## src/rtl/sck_pkg.sv

```systemverilog
// ----------------------------------------------------------------------------
// sck_pkg
// Shared types, constants and round functions of the SHA-256 keystream block.
// ----------------------------------------------------------------------------
`default_nettype none
package sck_pkg;
    localparam int BlockBytes = 32;
    localparam int QueueDepth = 2;
    localparam logic [2:0] RegKeyW0 = 3'd0;
    localparam logic [2:0] RegKeyW1 = 3'd1;
    localparam logic [2:0] RegKeyW2 = 3'd2;
    localparam logic [2:0] RegKeyW3 = 3'd3;
    localparam logic [2:0] RegNonceHi = 3'd4;
    localparam logic [2:0] RegNonceLo = 3'd5;

    typedef struct packed {
        logic [7:0] data_byte;
        logic       last;
        logic       new_block;
        logic [4:0] pos;
        logic [31:0] count;
    } item_t;

    typedef enum logic [1:0] {ST_IDLE, ST_ROUND, ST_OUT} core_state_t;

    localparam logic [31:0] RoundK [64] = '{
        32'h428a2f98,32'h71374491,32'hb5c0fbcf,32'he9b5dba5,32'h3956c25b,32'h59f111f1,
        32'h923f82a4,32'hab1c5ed5,32'hd807aa98,32'h12835b01,32'h243185be,32'h550c7dc3,
        32'h72be5d74,32'h80deb1fe,32'h9bdc06a7,32'hc19bf174,32'he49b69c1,32'hefbe4786,
        32'h0fc19dc6,32'h240ca1cc,32'h2de92c6f,32'h4a7484aa,32'h5cb0a9dc,32'h76f988da,
        32'h983e5152,32'ha831c66d,32'hb00327c8,32'hbf597fc7,32'hc6e00bf3,32'hd5a79147,
        32'h06ca6351,32'h14292967,32'h27b70a85,32'h2e1b2138,32'h4d2c6dfc,32'h53380d13,
        32'h650a7354,32'h766a0abb,32'h81c2c92e,32'h92722c85,32'ha2bfe8a1,32'ha81a664b,
        32'hc24b8b70,32'hc76c51a3,32'hd192e819,32'hd6990624,32'hf40e3585,32'h106aa070,
        32'h19a4c116,32'h1e376c08,32'h2748774c,32'h34b0bcb5,32'h391c0cb3,32'h4ed8aa4a,
        32'h5b9cca4f,32'h682e6ff3,32'h748f82ee,32'h78a5636f,32'h84c87814,32'h8cc70208,
        32'h90befffa,32'ha4506ceb,32'hbef9a3f7,32'hc67178f2};

    localparam logic [31:0] InitH [8] = '{
        32'h6a09e667,32'hbb67ae85,32'h3c6ef372,32'ha54ff53a,
        32'h510e527f,32'h9b05688c,32'h1f83d9ab,32'h5be0cd19};

    function automatic logic [31:0] rotr(input logic [31:0] x, input int n);
        rotr = (x >> n) | (x << (32 - n));
    endfunction
endpackage
`default_nettype wire

```

## src/rtl/sck_front.sv

```systemverilog
// ----------------------------------------------------------------------------
// sck_front
// Accepts input words, tracks block position and counter, tags new blocks.
// ----------------------------------------------------------------------------
`default_nettype none
module sck_front (
    input  wire logic          clk,
    input  wire logic          rst_n,
    input  wire logic          in_valid,
    output logic               in_ready,
    input  wire logic [7:0]    data_byte,
    input  wire logic          msg_start,
    input  wire logic          msg_end,
    output logic               q_valid,
    input  wire logic          q_ready,
    output sck_pkg::item_t     q_item
);
    logic [4:0]  pos_reg, pos_next;
    logic [31:0] count_reg, count_next;
    logic [4:0]  pos_use;
    logic [31:0] count_use;
    logic        fire;

    assign in_ready = q_ready;
    assign q_valid  = in_valid;
    assign fire     = in_valid && q_ready;
    assign pos_use   = msg_start ? 5'd0 : pos_reg;
    assign count_use = msg_start ? 32'd0 : count_reg;

    always_comb
    begin
        q_item.data_byte = data_byte;
        q_item.last      = msg_end;
        q_item.new_block = (pos_use == 5'd0);
        q_item.pos       = pos_use;
        q_item.count     = count_use;
        pos_next   = pos_reg;
        count_next = count_reg;
        if (fire)
        begin
            if (msg_end)
            begin
                pos_next   = 5'd0;
                count_next = 32'd0;
            end
            else
            begin
                pos_next   = pos_use + 5'd1;
                count_next = (pos_use == 5'd31) ? count_use + 32'd1 : count_use;
            end
        end
    end

    always_ff @(posedge clk or negedge rst_n)
    begin
        if (!rst_n)
        begin
            pos_reg   <= 5'd0;
            count_reg <= 32'd0;
        end
        else
        begin
            pos_reg   <= pos_next;
            count_reg <= count_next;
        end
    end
endmodule
`default_nettype wire

```

## src/rtl/sck_queue.sv

```systemverilog
// ----------------------------------------------------------------------------
// sck_queue
// Short FIFO between the front and the keystream core.
// ----------------------------------------------------------------------------
`default_nettype none
module sck_queue #(
    parameter int Depth = sck_pkg::QueueDepth
) (
    input  wire logic           clk,
    input  wire logic           rst_n,
    input  wire logic           wr_valid,
    output logic                wr_ready,
    input  wire sck_pkg::item_t wr_item,
    output logic                rd_valid,
    input  wire logic           rd_ready,
    output sck_pkg::item_t      rd_item
);
    localparam int AW = (Depth > 1) ? $clog2(Depth) : 1;
    sck_pkg::item_t mem_reg [Depth];
    logic [AW-1:0] wp_reg, rp_reg;
    logic [AW:0]   cnt_reg;
    logic          do_wr, do_rd;

    assign wr_ready = (cnt_reg != (AW+1)'(Depth));
    assign rd_valid = (cnt_reg != '0);
    assign rd_item  = mem_reg[rp_reg];
    assign do_wr = wr_valid && wr_ready;
    assign do_rd = rd_valid && rd_ready;

    always_ff @(posedge clk)
    begin
        if (do_wr)
            mem_reg[wp_reg] <= wr_item;
    end

    always_ff @(posedge clk or negedge rst_n)
    begin
        if (!rst_n)
        begin
            wp_reg  <= '0;
            rp_reg  <= '0;
            cnt_reg <= '0;
        end
        else
        begin
            if (do_wr)
                wp_reg <= (wp_reg == AW'(Depth - 1)) ? '0 : wp_reg + 1'b1;
            if (do_rd)
                rp_reg <= (rp_reg == AW'(Depth - 1)) ? '0 : rp_reg + 1'b1;
            cnt_reg <= cnt_reg + (AW+1)'(do_wr) - (AW+1)'(do_rd);
        end
    end
endmodule
`default_nettype wire

```

## src/rtl/sck_core.sv

```systemverilog
// ----------------------------------------------------------------------------
// sck_core
// Iterative SHA-256 compression, one round a cycle, and the byte XOR output.
// ----------------------------------------------------------------------------
`default_nettype none
module sck_core (
    input  wire logic           clk,
    input  wire logic           rst_n,
    input  wire logic [255:0]   key,
    input  wire logic [127:0]   nonce,
    input  wire logic           q_valid,
    output logic                q_ready,
    input  wire sck_pkg::item_t q_item,
    output logic                out_valid,
    input  wire logic           out_ready,
    output logic [7:0]          out_byte,
    output logic                out_last
);
    sck_pkg::core_state_t state_reg, state_next;
    logic [31:0] w_reg [16];
    logic [31:0] v_reg [8];
    logic [255:0] ks_reg;
    logic [5:0]  rnd_reg;
    logic [7:0]  ob_reg;
    logic        ol_reg, ov_reg;
    logic        take, emit, out_free, start_hash;
    logic [31:0] w_new, t1, t2, s0, s1, wcur;
    logic [255:0] digest;
    logic [7:0]  ks_byte;

    // Take a word only when the output register is free this cycle: a new block
    // parks its byte in the output register while it is hashed.
    assign out_free = !ov_reg || out_ready;
    assign q_ready  = (state_reg == sck_pkg::ST_IDLE) && out_free;
    assign take       = q_valid && q_ready;
    assign start_hash = take && q_item.new_block;
    assign emit       = (state_reg == sck_pkg::ST_OUT && out_free)
                      || (take && !q_item.new_block);

    always_comb
    begin
        state_next = state_reg;
        case (state_reg)
            sck_pkg::ST_IDLE:  if (start_hash) state_next = sck_pkg::ST_ROUND;
            sck_pkg::ST_ROUND: if (rnd_reg == 6'd63) state_next = sck_pkg::ST_OUT;
            sck_pkg::ST_OUT:   if (out_free) state_next = sck_pkg::ST_IDLE;
            default:           state_next = sck_pkg::ST_IDLE;
        endcase
    end

    // Round datapath.
    assign wcur = w_reg[0];
    assign s0 = sck_pkg::rotr(w_reg[1], 7) ^ sck_pkg::rotr(w_reg[1], 18) ^ (w_reg[1] >> 3);
    assign s1 = sck_pkg::rotr(w_reg[14], 17) ^ sck_pkg::rotr(w_reg[14], 19) ^ (w_reg[14] >> 10);
    assign w_new = w_reg[0] + s0 + w_reg[9] + s1;
    assign t1 = v_reg[7] + (sck_pkg::rotr(v_reg[4], 6) ^ sck_pkg::rotr(v_reg[4], 11)
              ^ sck_pkg::rotr(v_reg[4], 25)) + ((v_reg[4] & v_reg[5]) ^ (~v_reg[4] & v_reg[6]))
              + sck_pkg::RoundK[rnd_reg] + wcur;
    assign t2 = (sck_pkg::rotr(v_reg[0], 2) ^ sck_pkg::rotr(v_reg[0], 13)
              ^ sck_pkg::rotr(v_reg[0], 22))
              + ((v_reg[0] & v_reg[1]) ^ (v_reg[0] & v_reg[2]) ^ (v_reg[1] & v_reg[2]));

    always_comb
    begin
        for (int i = 0; i < 8; i++)
            digest[255 - 32*i -: 32] = sck_pkg::InitH[i] + v_reg[i];
    end

    assign ks_byte = ks_reg[255 - 8*q_item.pos -: 8];

    always_ff @(posedge clk)
    begin
        if (start_hash)
        begin
            for (int i = 0; i < 8; i++)
                w_reg[i] <= key[255 - 32*i -: 32];
            for (int i = 0; i < 4; i++)
                w_reg[8+i] <= nonce[127 - 32*i -: 32];
            w_reg[12] <= q_item.count;
            w_reg[13] <= 32'h80000000;
            w_reg[14] <= 32'd0;
            w_reg[15] <= 32'd416;
            for (int i = 0; i < 8; i++)
                v_reg[i] <= sck_pkg::InitH[i];
            ob_reg <= q_item.data_byte;
            ol_reg <= q_item.last;
        end
        else if (state_reg == sck_pkg::ST_ROUND)
        begin
            for (int i = 0; i < 15; i++)
                w_reg[i] <= w_reg[i+1];
            w_reg[15] <= w_new;
            v_reg[7] <= v_reg[6]; v_reg[6] <= v_reg[5]; v_reg[5] <= v_reg[4];
            v_reg[4] <= v_reg[3] + t1;
            v_reg[3] <= v_reg[2]; v_reg[2] <= v_reg[1]; v_reg[1] <= v_reg[0];
            v_reg[0] <= t1 + t2;
        end
        if (state_reg == sck_pkg::ST_OUT && out_free)
        begin
            ks_reg <= digest;
            ob_reg <= ob_reg ^ digest[255:248];
        end
        else if (take && !q_item.new_block)
        begin
            ob_reg <= q_item.data_byte ^ ks_byte;
            ol_reg <= q_item.last;
        end
    end

    always_ff @(posedge clk or negedge rst_n)
    begin
        if (!rst_n)
        begin
            state_reg <= sck_pkg::ST_IDLE;
            rnd_reg   <= 6'd0;
            ov_reg    <= 1'b0;
        end
        else
        begin
            state_reg <= state_next;
            rnd_reg   <= (state_reg == sck_pkg::ST_ROUND) ? rnd_reg + 6'd1 : 6'd0;
            if (emit)
                ov_reg <= 1'b1;
            else if (out_ready)
                ov_reg <= 1'b0;
        end
    end

    assign out_valid = ov_reg;
    assign out_byte  = ob_reg;
    assign out_last  = ol_reg;
endmodule
`default_nettype wire

```

## src/rtl/sha256_ctr_keystream_xor_top.sv

```systemverilog
// Throughput: one byte a cycle within a block while the output is ready; a new 32-byte block
// costs one 64-round compression on the shared round unit, during which no byte is taken.
// Reset: rst_n asynchronous, active low; clears counter, position, queue and handshake
// state; key and nonce registers reset to zero.
// ----------------------------------------------------------------------------
// sha256_ctr_keystream_xor_top
// SHA-256 counter-mode keystream XOR over a byte stream.
// ----------------------------------------------------------------------------
`default_nettype none
module sha256_ctr_keystream_xor_top #(
    parameter int QueueDepth = sck_pkg::QueueDepth
) (
    input  wire logic        clk,
    input  wire logic        rst_n,
    input  wire logic        s_axis_tvalid,
    output logic             s_axis_tready,
    input  wire logic [7:0]  s_axis_tdata,   // [7:0] data_byte
    input  wire logic        s_axis_tlast,   // msg_end
    input  wire logic        s_axis_tuser,   // msg_start
    output logic             m_axis_tvalid,
    input  wire logic        m_axis_tready,
    output logic [7:0]       m_axis_tdata,   // [7:0] out_byte
    output logic             m_axis_tlast,   // out_last
    input  wire logic        cfg_valid,
    output logic             cfg_ready,
    input  wire logic [2:0]  cfg_index,
    input  wire logic [63:0] cfg_data
);
    logic [63:0] regs_reg [6];
    logic fq_valid, fq_ready, cq_valid, cq_ready;
    sck_pkg::item_t fq_item, cq_item;

    // Configuration is always accepted; unknown indexes are dropped.
    assign cfg_ready = 1'b1;
    always_ff @(posedge clk or negedge rst_n)
    begin
        if (!rst_n)
            for (int i = 0; i < 6; i++) regs_reg[i] <= 64'd0;
        else if (cfg_valid)
        begin
            case (cfg_index)
                sck_pkg::RegKeyW0:   regs_reg[0] <= cfg_data;
                sck_pkg::RegKeyW1:   regs_reg[1] <= cfg_data;
                sck_pkg::RegKeyW2:   regs_reg[2] <= cfg_data;
                sck_pkg::RegKeyW3:   regs_reg[3] <= cfg_data;
                sck_pkg::RegNonceHi: regs_reg[4] <= cfg_data;
                sck_pkg::RegNonceLo: regs_reg[5] <= cfg_data;
                default: ;
            endcase
        end
    end

    sck_front u_front (
        .clk, .rst_n,
        .in_valid(s_axis_tvalid), .in_ready(s_axis_tready),
        .data_byte(s_axis_tdata), .msg_start(s_axis_tuser), .msg_end(s_axis_tlast),
        .q_valid(fq_valid), .q_ready(fq_ready), .q_item(fq_item));

    sck_queue #(.Depth(QueueDepth)) u_queue (
        .clk, .rst_n,
        .wr_valid(fq_valid), .wr_ready(fq_ready), .wr_item(fq_item),
        .rd_valid(cq_valid), .rd_ready(cq_ready), .rd_item(cq_item));

    sck_core u_core (
        .clk, .rst_n,
        .key({regs_reg[0], regs_reg[1], regs_reg[2], regs_reg[3]}),
        .nonce({regs_reg[4], regs_reg[5]}),
        .q_valid(cq_valid), .q_ready(cq_ready), .q_item(cq_item),
        .out_valid(m_axis_tvalid), .out_ready(m_axis_tready),
        .out_byte(m_axis_tdata), .out_last(m_axis_tlast));
endmodule
`default_nettype wire

```

## config.mk

```make
export PLATFORM = sky130hd
export DESIGN_NAME = sha256_ctr_keystream_xor_top
export DESIGN_NICKNAME = d
export VERILOG_FILES = /design/src/rtl/sck_pkg.sv /design/src/rtl/sck_front.sv /design/src/rtl/sck_queue.sv /design/src/rtl/sck_core.sv /design/src/rtl/sha256_ctr_keystream_xor_top.sv
export SDC_FILE = /design/constraint.sdc
export NUM_CORES = 2
export LEC_CHECK = 0
export BUFFER_PORTS_ARGS = -buffer_cell sky130_fd_sc_hd__clkbuf_2
export CORE_ASPECT_RATIO = 1.1
export CORE_MARGIN = 2
export CORE_UTILIZATION = 40
export CTS_CLUSTER_SIZE = 24
export DETAILED_ROUTE_END_ITERATION = 16
export GPL_ROUTABILITY_DRIVEN = 0
export PLACE_DENSITY_LB_ADDON = 0.15
export SLEW_MARGIN = 30
export SYNTH_ARGS = -nofsm -noshare
export SYNTH_HDL_FRONTEND = slang
export SYNTH_SLANG_ARGS = --single-unit
```

## constraint.sdc

```tcl
create_clock -name clk -period 19.04 [get_ports clk]
set_input_delay 3.808 -clock clk [delete_from_list [all_inputs] [get_ports clk]]
set_output_delay 3.808 -clock clk [all_outputs]
set_load 0.1 [all_outputs]
```

==> impl_metrics.yaml <==
status:
  status: "completed"
synth:
  synth.most_common_cell: "nand2_1"
  synth_seq_cells: 1561
  syn-num-nets: 7364
  ys.flop_type: "edfxtp_1"
  yosysSeqAreaShare_pct: 55.2
  synth_top_cell_by_area: "edfxtp_1"
  synth_area_leaders: "edfxtp_1, dfrtp_1, nand2_1"
  yosysTopAreaCellShare_pct: 41.7
  avgSynthCellArea_um2: 11.7
  async_flop_share_pct: 27.8
  synth_cells: 6939
  yosys-top-cells-count: "nand2_1, edfxtp_1, dfrtp_1"
  synth.distinct_cells: 100
  synth_edf_count: 1126
  syn_area_mm2: 0.0810
  yosysWarnings: 0
clock_tree:
  root_buffer: "clkbuf_16"
  clockBufferDepth: 3
  cts_hold_buf: 0
  cts.clk_slew.worst_paths_ps: 60
  ctsResizeCount: 0
  clock_latency_ps: 860
  cts_sinks: 1561
  htreeDepth: 4
  cts_tree: "yes"
  cts_buffers: 172
  post-cts-setup-buffers: 0
layout:
  drive_gt1_share_pct: 13.8
  multi_input_area_mm2: 0.0342
  syn_to_final_growth_pct: 11.4
  largest_reg_flops: 512
  ff_latch_area_mm2: 0.0447
  nNetsFinal: 7354
  fill_cells: 18700
worst_setup_path:
  slowest_stage: "ha_1"
  slowest_delay_ps: 750
  worst_setup_path_end_kind: "flip-flop"
  critPathArrivalTime_ps: 10810
  start_kind: "flip-flop"
  required_ps: 19610
  cp_max_fo: 18
  worst-setup-path-type: "flip-flop to flip-flop"
detailed_routing:
  vias: 52800
  avgViaCountPerCell: 5.39
  drt_wl_total_um: 240000
  drt_first_pass_iters: 9
  postRouteAntennaNets: 0
  route.met3.wl_um: 12400
  dr_wl_met2_um: 115000
  wl_per_cell_um: 24.5
  highest_layer: "met5"
  first_iter_violations: 4931
  drc_errors: 0
  drt-met1-wl_um: 104000
timing:
  maxSlewViolCount: 0
  period_share_pct: 53.8
  worst_pin_slew_ps: 956
  setup_viol: 0
  fin_crit_ps: 10240
  relSlewSlack_pct: 35.8
  finalHoldViolCount: 0
  max_freq_ghz: 0.0977
  rsz0062_at_grt: "no"
  fin_skew_ps: 67.0
  fin_setup_tns_ps: 0
die:
  die_w_um: 433
  die_h_um: 476
  io-pin-count: 94
  start_util_pct: 40.2
  core_area_mm2: 0.202
  fp-row-count: 173
  dieArea_mm2: 0.206
place:
  dp_hpwl_um: 168000
  placement.io_buffers: 92
global_route:
  grt_use_total_pct: 23.3
  antenna_found_initial: 13
  grt_overflow: 0
  grt_pass1_wl_um: 355000
  grt_max_degree: 185
  grt_pass1_vias: 51900
hold_path:
  hold_class: "flip-flop to flip-flop"
job:
  maxCapViolations: 0
critical path: cells and delay by family (launching register included):
| family | cells | cell delay (ps) |
|---|---|---|
| AO/OA/AOI/OAI | 17 | 3700 |
| adder cells (fa/ha/maj) | 8 | 3660 |
| AND/OR/NAND/NOR | 5 | 830 |
| flip-flops | 1 | 730 |
| buffers and inverters | 3 | 630 |
| XOR/XNOR | 2 | 400 |
layout make-up:
cell class	count	area share, %
clock buffers	242	5.39
inverters	237	0.994
repair buffers	174	1.44
well taps	2712	3.76
clock inverters	76	0.958
flip-flops and latches	1561	49.5
diodes	3	0.00832
multi-input cells	4783	37.9
cell usage in the layout, fill, tap and decap left out, types with 61 or more instances in the layout:
master / synthesis / final
o21ai_0: 259 / 259
mux4_2: 69 / 69
a21oi_1: 177 / 177
xor2_1: 187 / 187
edfxtp_1: 1126 / 1126
fa_1: 187 / 187
inv_1: 234 / 233
dfrtp_1: 434 / 430
ha_1: 156 / 156
nand3_1: 77 / 77
and2_1: 164 / 164
nor3_1: 73 / 72
clkbuf_2: 0 / 91
nand2b_1: 150 / 148
nand2_1: 1531 / 1530
buf_4: 4 / 64
mux2_2: 408 / 408
a21o_1: 61 / 61
nor2b_1: 67 / 65
xnor2_1: 394 / 394
nor2_1: 264 / 261
clkbuf_16: 0 / 175
final timing paths:
kind                            cells past startpoint                     to  slack (ps)                   from
worst min-delay path                                2  u_front.count_reg[12]         470  u_front.count_reg[12]
worst min register to register                      2  u_front.count_reg[12]         470  u_front.count_reg[12]
max in group asynchronous                           5           regs_reg[74]       13480                  rst_n
worst max-delay path                               35    u_core.v_reg[0][29]        8800      u_core.rnd_reg[0]
min in group asynchronous                           1          regs_reg[153]        2950                  rst_n
worst max register to register                     35    u_core.v_reg[0][29]        8800      u_core.rnd_reg[0]
through the flow:
stage | area, um^2 | util, % | worst slack (ps) | hold slack, ps | instances
4_1_cts | 90100 | 44.7 | 9110 | 474 | 9781
2_1_floorplan | 81000 | - | 4050 | 433 | 6939
5_1_grt | 90200 | 44.7 | 8260 | 493 | 9786
3_3_place_gp | 84300 | 41.8 | 9140 | 453 | 9460
6_report | 90200 | 44.7 | 8800 | 473 | 9788
3_5_place_dp | 84400 | 41.8 | 9140 | 460 | 9463
cell families (layout without fill, tap and decap cells):
family | count (synthesis) | after routing | synth area share, %
AO/OA/AOI/OAI | 834 | 834 | 6.62
adder cells (fa/ha/maj) | 364 | 364 | 7.29
flip-flops | 1561 | 1561 | 55.2
AND/OR/NAND/NOR | 2461 | 2461 | 13.4
other | 1 | 4 | 0.00463
XOR/XNOR | 583 | 583 | 6.34
multiplexers | 540 | 540 | 8.37
buffers and inverters | 595 | 729 | 2.82
per-layer routing:
metal / vias to the layer above / GRT usage (%)
met1: 26700 / 31.7
met4: 14 / 7.64
met2: 1566 / 38.2
met3: 402 / 3.39
met5: - / 0
li1: 24000 / -
Power is left out: the tool's default activity adds up to more than one toggle a clock period on the data nets, which glitch-free logic cannot reach.
